`config.mk`:
```
export PLATFORM = sky130hd
export DESIGN_NAME = grid_voxel_traversal
export DESIGN_NICKNAME = d
export VERILOG_FILES = /design/src/rtl/gvt_pkg.sv /design/src/rtl/grid_voxel_traversal.sv /design/src/rtl/gvt_regs.sv /design/src/rtl/gvt_ctrl.sv /design/src/rtl/gvt_dp.sv
export SDC_FILE = /design/constraint.sdc
export NUM_CORES = 2
export LEC_CHECK = 0
export BUFFER_PORTS_ARGS = -buffer_cell sky130_fd_sc_hd__buf_2
export CAP_MARGIN = 25
export CORE_AREA = 2 2 325 568
export DETAILED_ROUTE_END_ITERATION = 16
export DIE_AREA = 0 0 327 570
export SLEW_MARGIN = 25
export SYNTH_ARGS = -nofsm -noshare
export SYNTH_HDL_FRONTEND = slang
export SYNTH_SLANG_ARGS = --single-unit
```
`constraint.sdc`:
```
create_clock -name i_clk -period 8.4 [get_ports i_clk]
set_input_delay 0.84 -clock i_clk [delete_from_list [all_inputs] [get_ports i_clk]]
set_output_delay 0.84 -clock i_clk [all_outputs]
set_load 0.02 [all_outputs]
```
`src/rtl/gvt_pkg.sv`:
```
package gvt_pkg;

    localparam int MAX_CELLS = 16;
    localparam int FRAC_BITS = 12;
    localparam int ENTRY_W   = 16;
    localparam int STEP_W    = 24;
    localparam int SIGN_W    = 2;
    localparam int T_W       = 30;
    localparam int IDX_W     = 12;
    localparam int CFG_W     = 5;
    localparam int CELL_W    = $clog2(MAX_CELLS);
    localparam int NCNT_W    = $clog2(MAX_CELLS + 1);
    localparam int STRIDE_W  = 2 * NCNT_W;
    localparam int DIST_W    = ENTRY_W + 1;
    localparam int PROD_W    = DIST_W + STEP_W;
    localparam int NUM_AXES  = 3;
    localparam int AXIS_W    = $clog2(NUM_AXES);
    localparam int ADDR_W    = 4;
    localparam int DATA_W    = 32;

    localparam logic [T_W-1:0] TMAX = {T_W{1'b1}};

    typedef enum logic [1:0] {
        ST_IDLE,
        ST_SETUP,
        ST_STEP
    } t_state;

    typedef enum logic [1:0] {
        REG_CELLS_X = 2'd0,
        REG_CELLS_Y = 2'd1,
        REG_CELLS_Z = 2'd2
    } t_reg_idx;

    typedef enum logic [AXIS_W-1:0] {
        AX_X = 2'd0,
        AX_Y = 2'd1,
        AX_Z = 2'd2
    } t_axis;

    typedef struct packed {
        logic load;
        logic setup;
        logic step;
    } t_cmd;

    typedef struct packed {
        logic any_move;
        logic exit_now;
    } t_stat;

    // cells in use: zero acts as one, anything above the grid size is clipped
    function automatic logic [NCNT_W-1:0] eff_cells(input logic [CFG_W-1:0] v);
        logic [NCNT_W-1:0] res;
        if (v == '0) begin
            res = NCNT_W'(1);
        end else if (v > CFG_W'(MAX_CELLS)) begin
            res = NCNT_W'(MAX_CELLS);
        end else begin
            res = NCNT_W'(v);
        end
        return res;
    endfunction

endpackage

```
`src/rtl/grid_voxel_traversal.sv`:
```
// 3D voxel walk of one ray through a grid of up to 16 cells per axis. A ray is taken
// when start is high and busy is low; the number of cells it crosses is at most
// cells_x + cells_y + cells_z - 2. The ray is latched and its start cell found as it
// is taken, the setup state then forms the first boundary times with one multiplier
// per axis, and the stepping loop compares the three pending times and emits one cell
// per cycle. Each cell appears on the result ports for exactly one cycle, marked by
// o_valid, and must be taken then: the receiver cannot stall. A ray with all signs zero
// gives no result. The grid size registers sit on the APB port; the user must write
// them only while busy is low, and the block itself does not enforce this.
module grid_voxel_traversal
    import gvt_pkg::*;
(
    input  logic                      i_clk,
    input  logic                      i_rst_n,
    input  logic                      start,
    output logic                      busy,
    input  logic [ENTRY_W-1:0]        i_entry_x,
    input  logic [ENTRY_W-1:0]        i_entry_y,
    input  logic [ENTRY_W-1:0]        i_entry_z,
    input  logic signed [SIGN_W-1:0]  i_sign_x,
    input  logic signed [SIGN_W-1:0]  i_sign_y,
    input  logic signed [SIGN_W-1:0]  i_sign_z,
    input  logic [STEP_W-1:0]         i_step_t_x,
    input  logic [STEP_W-1:0]         i_step_t_y,
    input  logic [STEP_W-1:0]         i_step_t_z,
    output logic                      o_valid,
    output logic [IDX_W-1:0]          o_cell_index,
    output logic [T_W-1:0]            o_t_exit,
    output logic [T_W-1:0]            o_seg_len,
    output logic                      o_last,
    input  logic                      psel,
    input  logic                      penable,
    input  logic                      pwrite,
    input  logic [ADDR_W-1:0]         paddr,
    input  logic [DATA_W-1:0]         pwdata,
    output logic [DATA_W-1:0]         prdata,
    output logic                      pready
);

    t_cmd              cmd;
    t_stat             stat;
    logic [NCNT_W-1:0] nx;
    logic [NCNT_W-1:0] ny;
    logic [NCNT_W-1:0] nz;

    gvt_regs u_regs (
        .i_clk   (i_clk),
        .i_rst_n (i_rst_n),
        .psel    (psel),
        .penable (penable),
        .pwrite  (pwrite),
        .paddr   (paddr),
        .pwdata  (pwdata),
        .prdata  (prdata),
        .pready  (pready),
        .o_nx    (nx),
        .o_ny    (ny),
        .o_nz    (nz)
    );

    gvt_ctrl u_ctrl (
        .i_clk   (i_clk),
        .i_rst_n (i_rst_n),
        .start   (start),
        .busy    (busy),
        .i_stat  (stat),
        .o_cmd   (cmd)
    );

    gvt_dp u_dp (
        .i_clk        (i_clk),
        .i_rst_n      (i_rst_n),
        .i_cmd        (cmd),
        .o_stat       (stat),
        .i_entry_x    (i_entry_x),
        .i_entry_y    (i_entry_y),
        .i_entry_z    (i_entry_z),
        .i_sign_x     (i_sign_x),
        .i_sign_y     (i_sign_y),
        .i_sign_z     (i_sign_z),
        .i_step_t_x   (i_step_t_x),
        .i_step_t_y   (i_step_t_y),
        .i_step_t_z   (i_step_t_z),
        .i_nx         (nx),
        .i_ny         (ny),
        .i_nz         (nz),
        .o_valid      (o_valid),
        .o_cell_index (o_cell_index),
        .o_t_exit     (o_t_exit),
        .o_seg_len    (o_seg_len),
        .o_last       (o_last)
    );

endmodule

```
`src/rtl/gvt_regs.sv`:
```
module gvt_regs
    import gvt_pkg::*;
(
    input  logic                i_clk,
    input  logic                i_rst_n,
    input  logic                psel,
    input  logic                penable,
    input  logic                pwrite,
    input  logic [ADDR_W-1:0]   paddr,
    input  logic [DATA_W-1:0]   pwdata,
    output logic [DATA_W-1:0]   prdata,
    output logic                pready,
    output logic [NCNT_W-1:0]   o_nx,
    output logic [NCNT_W-1:0]   o_ny,
    output logic [NCNT_W-1:0]   o_nz
);

    logic [CFG_W-1:0] r_cells_x;
    logic [CFG_W-1:0] r_cells_y;
    logic [CFG_W-1:0] r_cells_z;
    logic             wr_en;
    t_reg_idx         reg_sel;

    assign wr_en   = psel && penable && pwrite;
    assign reg_sel = t_reg_idx'(paddr[ADDR_W-1:2]);
    assign pready  = 1'b1;

    always_ff @(posedge i_clk) begin
        if (!i_rst_n) begin
            r_cells_x <= CFG_W'(MAX_CELLS);
            r_cells_y <= CFG_W'(MAX_CELLS);
            r_cells_z <= CFG_W'(MAX_CELLS);
        end else if (wr_en) begin
            unique case (reg_sel)
                REG_CELLS_X: r_cells_x <= pwdata[CFG_W-1:0];
                REG_CELLS_Y: r_cells_y <= pwdata[CFG_W-1:0];
                REG_CELLS_Z: r_cells_z <= pwdata[CFG_W-1:0];
                default: ;
            endcase
        end
    end

    always_comb begin
        prdata = '0;
        unique case (reg_sel)
            REG_CELLS_X: prdata = DATA_W'(r_cells_x);
            REG_CELLS_Y: prdata = DATA_W'(r_cells_y);
            REG_CELLS_Z: prdata = DATA_W'(r_cells_z);
            default:     prdata = '0;
        endcase
    end

    assign o_nx = eff_cells(r_cells_x);
    assign o_ny = eff_cells(r_cells_y);
    assign o_nz = eff_cells(r_cells_z);

endmodule

```
`src/rtl/gvt_ctrl.sv`:
```
module gvt_ctrl
    import gvt_pkg::*;
(
    input  logic  i_clk,
    input  logic  i_rst_n,
    input  logic  start,
    output logic  busy,
    input  t_stat i_stat,
    output t_cmd  o_cmd
);

    t_state r_state;
    t_state n_state;

    always_ff @(posedge i_clk) begin
        if (!i_rst_n) begin
            r_state <= ST_IDLE;
        end else begin
            r_state <= n_state;
        end
    end

    always_comb begin
        n_state = r_state;
        unique case (r_state)
            ST_IDLE: begin
                if (start) n_state = ST_SETUP;
            end
            ST_SETUP: begin
                n_state = i_stat.any_move ? ST_STEP : ST_IDLE;
            end
            ST_STEP: begin
                if (i_stat.exit_now) n_state = ST_IDLE;
            end
            default: n_state = ST_IDLE;
        endcase
    end

    always_comb begin
        busy        = (r_state != ST_IDLE);
        o_cmd.load  = (r_state == ST_IDLE) && start;
        o_cmd.setup = (r_state == ST_SETUP);
        o_cmd.step  = (r_state == ST_STEP);
    end

endmodule

```
`src/rtl/gvt_dp.sv`:
```
module gvt_dp
    import gvt_pkg::*;
(
    input  logic                      i_clk,
    input  logic                      i_rst_n,
    input  t_cmd                      i_cmd,
    output t_stat                     o_stat,
    input  logic [ENTRY_W-1:0]        i_entry_x,
    input  logic [ENTRY_W-1:0]        i_entry_y,
    input  logic [ENTRY_W-1:0]        i_entry_z,
    input  logic signed [SIGN_W-1:0]  i_sign_x,
    input  logic signed [SIGN_W-1:0]  i_sign_y,
    input  logic signed [SIGN_W-1:0]  i_sign_z,
    input  logic [STEP_W-1:0]         i_step_t_x,
    input  logic [STEP_W-1:0]         i_step_t_y,
    input  logic [STEP_W-1:0]         i_step_t_z,
    input  logic [NCNT_W-1:0]         i_nx,
    input  logic [NCNT_W-1:0]         i_ny,
    input  logic [NCNT_W-1:0]         i_nz,
    output logic                      o_valid,
    output logic [IDX_W-1:0]          o_cell_index,
    output logic [T_W-1:0]            o_t_exit,
    output logic [T_W-1:0]            o_seg_len,
    output logic                      o_last
);

    logic [ENTRY_W-1:0]  entry_a  [NUM_AXES];
    logic [SIGN_W-1:0]   sign_a   [NUM_AXES];
    logic [STEP_W-1:0]   step_a   [NUM_AXES];
    logic [NCNT_W-1:0]   n_a      [NUM_AXES];
    logic [NCNT_W-1:0]   nm1_a    [NUM_AXES];
    logic [ENTRY_W-1:0]  ci_full  [NUM_AXES];
    logic [CELL_W-1:0]   ci_a     [NUM_AXES];
    logic [DIST_W-1:0]   ez_a     [NUM_AXES];
    logic [DIST_W-1:0]   edge_a   [NUM_AXES];
    logic [DIST_W-1:0]   base_a   [NUM_AXES];
    logic [DIST_W-1:0]   dist_a   [NUM_AXES];
    logic [PROD_W-1:0]   prod_a   [NUM_AXES];
    logic [PROD_W-1:0]   scaled_a [NUM_AXES];
    logic [T_W-1:0]      t_init_a [NUM_AXES];
    logic [IDX_W-1:0]    stride_a [NUM_AXES];

    logic [CELL_W-1:0]   r_c      [NUM_AXES];
    logic [NCNT_W-1:0]   r_nm1    [NUM_AXES];
    logic                r_neg    [NUM_AXES];
    logic                r_mv     [NUM_AXES];
    logic [STEP_W-1:0]   r_dt     [NUM_AXES];
    logic [DIST_W-1:0]   r_dist   [NUM_AXES];
    logic [T_W-1:0]      r_t      [NUM_AXES];
    logic [NCNT_W-1:0]   r_stride_y;
    logic [STRIDE_W-1:0] r_stride_z;
    logic [IDX_W-1:0]    r_idx;
    logic [T_W-1:0]      r_t_near;

    logic                r_valid;
    logic [IDX_W-1:0]    r_out_idx;
    logic [T_W-1:0]      r_out_t;
    logic [T_W-1:0]      r_out_len;
    logic                r_out_last;

    logic [IDX_W-1:0]    idx_init;
    t_axis               sel;
    logic [T_W-1:0]      t_sel;
    logic [T_W-1:0]      seg_len;
    logic [T_W:0]        t_sum;
    logic [T_W-1:0]      t_next;
    logic                exit_now;
    logic                x_wins;
    logic                y_wins;

    assign entry_a[0] = i_entry_x;
    assign entry_a[1] = i_entry_y;
    assign entry_a[2] = i_entry_z;
    assign sign_a[0]  = i_sign_x;
    assign sign_a[1]  = i_sign_y;
    assign sign_a[2]  = i_sign_z;
    assign step_a[0]  = i_step_t_x;
    assign step_a[1]  = i_step_t_y;
    assign step_a[2]  = i_step_t_z;
    assign n_a[0]     = i_nx;
    assign n_a[1]     = i_ny;
    assign n_a[2]     = i_nz;

    // start cell and distance to the first boundary
    always_comb begin
        for (int a = 0; a < NUM_AXES; a++) begin
            nm1_a[a]   = n_a[a] - NCNT_W'(1);
            ci_full[a] = entry_a[a] >> FRAC_BITS;
            if (ci_full[a] > ENTRY_W'(nm1_a[a])) begin
                ci_a[a] = nm1_a[a][CELL_W-1:0];
            end else begin
                ci_a[a] = ci_full[a][CELL_W-1:0];
            end
            ez_a[a]   = DIST_W'(entry_a[a]);
            base_a[a] = DIST_W'(ci_a[a]) << FRAC_BITS;
            edge_a[a] = (DIST_W'(ci_a[a]) + DIST_W'(1)) << FRAC_BITS;
            if (sign_a[a][SIGN_W-1]) begin
                dist_a[a] = ez_a[a] - base_a[a];
            end else if (edge_a[a] > ez_a[a]) begin
                dist_a[a] = edge_a[a] - ez_a[a];
            end else begin
                dist_a[a] = '0;
            end
        end
    end

    // first boundary crossing time
    always_comb begin
        for (int a = 0; a < NUM_AXES; a++) begin
            prod_a[a]   = PROD_W'(r_dist[a]) * PROD_W'(r_dt[a]);
            scaled_a[a] = prod_a[a] >> FRAC_BITS;
            if (!r_mv[a] || (scaled_a[a] > PROD_W'(TMAX))) begin
                t_init_a[a] = TMAX;
            end else begin
                t_init_a[a] = scaled_a[a][T_W-1:0];
            end
        end
    end

    assign idx_init = IDX_W'(r_c[2]) * IDX_W'(r_stride_z)
                    + IDX_W'(r_c[1]) * IDX_W'(r_stride_y)
                    + IDX_W'(r_c[0]);

    assign stride_a[0] = IDX_W'(1);
    assign stride_a[1] = IDX_W'(r_stride_y);
    assign stride_a[2] = IDX_W'(r_stride_z);

    // axis with the nearest boundary, lower axis on a tie
    always_comb begin
        x_wins = r_mv[0] && (!r_mv[1] || (r_t[0] <= r_t[1]))
                         && (!r_mv[2] || (r_t[0] <= r_t[2]));
        y_wins = r_mv[1] && (!r_mv[2] || (r_t[1] <= r_t[2]));
        priority if (x_wins) begin
            sel = AX_X;
        end else if (y_wins) begin
            sel = AX_Y;
        end else begin
            sel = AX_Z;
        end
    end

    assign t_sel    = r_t[sel];
    assign seg_len  = t_sel - r_t_near;
    assign t_sum    = (T_W + 1)'(t_sel) + (T_W + 1)'(r_dt[sel]);
    assign t_next   = (t_sum > (T_W + 1)'(TMAX)) ? TMAX : t_sum[T_W-1:0];
    assign exit_now = r_neg[sel] ? (r_c[sel] == '0)
                                 : (NCNT_W'(r_c[sel]) == r_nm1[sel]);

    always_ff @(posedge i_clk) begin
        if (i_cmd.load) begin
            for (int a = 0; a < NUM_AXES; a++) begin
                r_c[a]    <= ci_a[a];
                r_nm1[a]  <= nm1_a[a];
                r_neg[a]  <= sign_a[a][SIGN_W-1];
                r_mv[a]   <= (sign_a[a] != '0);
                r_dt[a]   <= step_a[a];
                r_dist[a] <= dist_a[a];
            end
            r_stride_y <= i_nx;
            r_stride_z <= STRIDE_W'(i_nx) * STRIDE_W'(i_ny);
        end
        if (i_cmd.setup) begin
            for (int a = 0; a < NUM_AXES; a++) begin
                r_t[a] <= t_init_a[a];
            end
            r_idx    <= idx_init;
            r_t_near <= '0;
        end
        if (i_cmd.step) begin
            r_t[sel] <= t_next;
            r_c[sel] <= r_neg[sel] ? (r_c[sel] - CELL_W'(1)) : (r_c[sel] + CELL_W'(1));
            r_idx    <= r_neg[sel] ? (r_idx - stride_a[sel]) : (r_idx + stride_a[sel]);
            r_t_near <= t_sel;
            r_out_idx  <= r_idx;
            r_out_t    <= t_sel;
            r_out_len  <= seg_len;
            r_out_last <= exit_now;
        end
    end

    always_ff @(posedge i_clk) begin
        if (!i_rst_n) begin
            r_valid <= 1'b0;
        end else begin
            r_valid <= i_cmd.step;
        end
    end

    assign o_stat.any_move = r_mv[0] || r_mv[1] || r_mv[2];
    assign o_stat.exit_now = exit_now;

    assign o_valid      = r_valid;
    assign o_cell_index = r_out_idx;
    assign o_t_exit     = r_out_t;
    assign o_seg_len    = r_out_len;
    assign o_last       = r_out_last;

endmodule

```
==> impl_results.md <==
* Status: complete, no violations
* Clock buffer depth at 3
* Top_reg_cell synth: edfxtp_1
* Num CTS Buffers at 45
* Worst-margin pin slew at 1.09 ns
* Post-route ant nets at 0
* Top cells by count, synth: inv_1, nand2_1, fa_1
* R2r setup slk at 0.46 ns
* Leading area contributor after synthesis: fa_1
* # resized after CTS at 0
* Share of layout cells above drive strength 1 at 0.0758
* Core Area at 182,000 µm²
* Worst Hold Class: primary input to flop
* Final hold vios at 0
* WP buf/inv at 5
* Asr flop ratio synth at 0
* Synth top area share at 0.328
* Clock Skew at 0.0352 ns
* Post-CTS setup buffers at 0
* Crit-path most repeated cell: fa_1
* Startpoint class of the critical path: flop
* Die W at 327 µm
* Row count at 207
* Pre-Repair DR Iteration Count at 6
* Critical path depth at 24
* Total negative setup slack at 0 ns
* Worst-skew pair later-pin latency at 0.65 ns
* Max FO, Critical Path at 10
* Io pins at 276
* GRT Util Overall at 0.216
* DRT iter0 DRCs at 2,803
* Worst setup path class: flop to flop
* MaxCap Viol Count at 0
* WL/cell at 21.3 µm
* Arrival time at the worst endpoint at 8.27 ns
* Clk sinks at 394
* Area Growth Syn to Fin at 9.11%
* DR vias/cell at 5.14
* Die Area at 186,000 µm²
* Remaining DRCs at 0
* WL final at 200,000 µm
* CP Capture Type: flop
* Netlist cell types at 84
* Post-route clock period utilization at 0.945
* Routed vias at 48,300
* Synth Instances at 6,804
* Number of synthesized flops with an enable pin at 376
* Remaining global-route overflow at 0
* Post-CTS Hold Buffers at 0
* RSZ-0062 raised after global routing: false
* Netlist Area Pre-Place at 63,200 µm²
* Delay-heaviest family, CP: adder cells
* Final setup fails at 0
* Vias in the first global route at 52,100
* Seq cells post-synth at 394
* Min Clock Period, post-route at 7.94 ns
* Fmax at 0.126 GHz
* CTS tree: done
* Sequential area share after synthesis at 0.184
* Max-slew violations at 0
* Port Buf Inserts at 218
* H-tree levels at 2
* CP cell instances: buf_4 > buf_4 > and2_1 > fa_1 > fa_1 > ha_1 > fa_1 > inv_1 > fa_1 > fa_1 > inv_1 > ha_1 > nor3_1 > o221ai_1 > a41o_1 > a221oi_1 > buf_4 > o21ai_1 > o31a_1 > a21oi_2 > o21ai_1 > a221oi_1 > xor2_1 > a31oi_1
* First-pass GRT wire length at 305,000 µm
* Root buf cell: clkbuf_16
* Worst R2R Path Depth at 24
* YS warnings at 0
* Mean Syn Cell Area at 9.29 µm²
* Chip height at 570 µm
* Top cells by area, synth: fa_1, edfxtp_1, ha_1
* Layout Nets at 8,745
* Starting Density at 0.348
* Post-DP HPWL at 164,000 µm
* Slew margin rel. at 0.273
* Slowest stage delay, CP at 0.64 ns
* Reg clk slew, reported paths at 0.08 ns
* Initial antenna violation count at 27
* Critical Path RT at 8.73 ns
* Hold Crit Depth at 1
* Largest net degree at the start of global routing at 85
* GP Congestion at 0.964
* Worst path slowest cell: edfxtp_1
* Most frequent cell after synthesis: inv_1
## final timing paths
check                                  from                             end
setup / recovery  u_dp.r_dt[2][6]$_DFFE_PP_       u_dp.r_t[2][23]$_DFFE_PP_
hold / removal               i_step_t_x[14]      u_dp.r_dt[0][14]$_DFFE_PP_
setup reg to reg  u_dp.r_dt[2][6]$_DFFE_PP_       u_dp.r_t[2][23]$_DFFE_PP_
hold reg to reg     u_dp.r_idx[9]$_DFFE_PP_  u_dp.o_cell_index[9]$_DFFE_PP_
## cell type report
type                    count  area (µm²)
diodes                     13        32.5
clock buffers              54        1170
clock inverters            29         292
fillers                 18200      113000
inverters                1299        4880
multi-input cells        4797       45400
flip-flops and latches    394       11700
well taps                2403        3010
repair buffers            407        2520
## flip-flops by register name, summed over array words and instances, names as in the netlist
name,cells
u_ctrl.r_state,2
u_dp.o_cell_index,12
u_dp.o_last,1
u_dp.o_seg_len,30
u_dp.o_t_exit,30
u_dp.o_valid,1
u_dp.r_c,12
u_dp.r_dist,51
u_dp.r_dt,72
u_dp.r_idx,12
u_dp.r_mv,3
u_dp.r_neg,3
u_dp.r_nm1,15
u_dp.r_stride_y,5
u_dp.r_stride_z,10
u_dp.r_t,90
u_dp.r_t_near,30
u_regs.r_cells_x,5
u_regs.r_cells_y,5
u_regs.r_cells_z,5
## per-stage QoR
stage               instances  setup slack, ns  utilization  instance area, µm²  hold WS (ns)
global route             9387            0.199        0.380               68900         0.347
detailed placement       9300            0.401        0.372               67500         0.459
floorplan                6830             1.26            -               63300         0.426
global placement         9300            0.467        0.371               67400         0.459
finish                   9396            0.459        0.380               69000         0.354
CTS                      9383            0.353        0.380               68900         0.319
## cells by family after synthesis
| kind of cell | count (synthesis) | share of synthesized area |
|---|---|---|
| and+or+nand+nor | 2071 | 0.151 |
| muxes | 89 | 0.0151 |
| DFF | 394 | 0.184 |
| xor gates and xnor gates | 189 | 0.0262 |
| adders and majority gates | 1633 | 0.446 |
| AOI/OAI and AO/OA | 787 | 0.0773 |
| buffers and inverters | 1639 | 0.0999 |
| other | 2 | 0.000119 |
## metal layers
layer / track usage / wire [µm]
met5: 0 / 110
met4: 0.154 / 16700
met3: 0.0262 / 10700
met2: 0.392 / 103000
met1: 0.230 / 70100
## cells in the final DEF, fill, tap and decap left out, types with 11 or more instances in the layout
| master | synthesis | final |
|---|---|---|
| a211oi_1 | 16 | 16 |
| a21o_1 | 63 | 63 |
| a21oi_1 | 283 | 282 |
| a22oi_1 | 34 | 34 |
| a31oi_1 | 42 | 42 |
| and2_1 | 389 | 389 |
| and3_1 | 38 | 38 |
| and4_1 | 11 | 11 |
| buf_2 | 5 | 218 |
| buf_4 | 32 | 188 |
| clkbuf_16 | 0 | 45 |
| conb_1 | 2 | 28 |
| dfxtp_1 | 18 | 18 |
| diode_2 | 0 | 13 |
| edfxtp_1 | 376 | 376 |
| fa_1 | 1035 | 1035 |
| ha_1 | 598 | 596 |
| inv_1 | 1298 | 1297 |
| mux2i_1 | 75 | 75 |
| nand2_1 | 1078 | 1078 |
| nand2b_1 | 34 | 34 |
| nand3_1 | 50 | 50 |
| nand4_1 | 17 | 17 |
| nor2_1 | 271 | 270 |
| nor2b_1 | 63 | 63 |
| nor3_1 | 52 | 50 |
| o21a_1 | 31 | 31 |
| o21ai_0 | 140 | 138 |
| o21ai_1 | 13 | 15 |
| o21bai_1 | 19 | 19 |
| o31a_1 | 11 | 11 |
| o31ai_1 | 39 | 39 |
| or3_1 | 21 | 21 |
| xnor2_1 | 116 | 116 |
| xor2_1 | 73 | 73 |
Power is not shown: default switching activity piles up to over one toggle a cycle in this logic, so the estimate is an artifact.
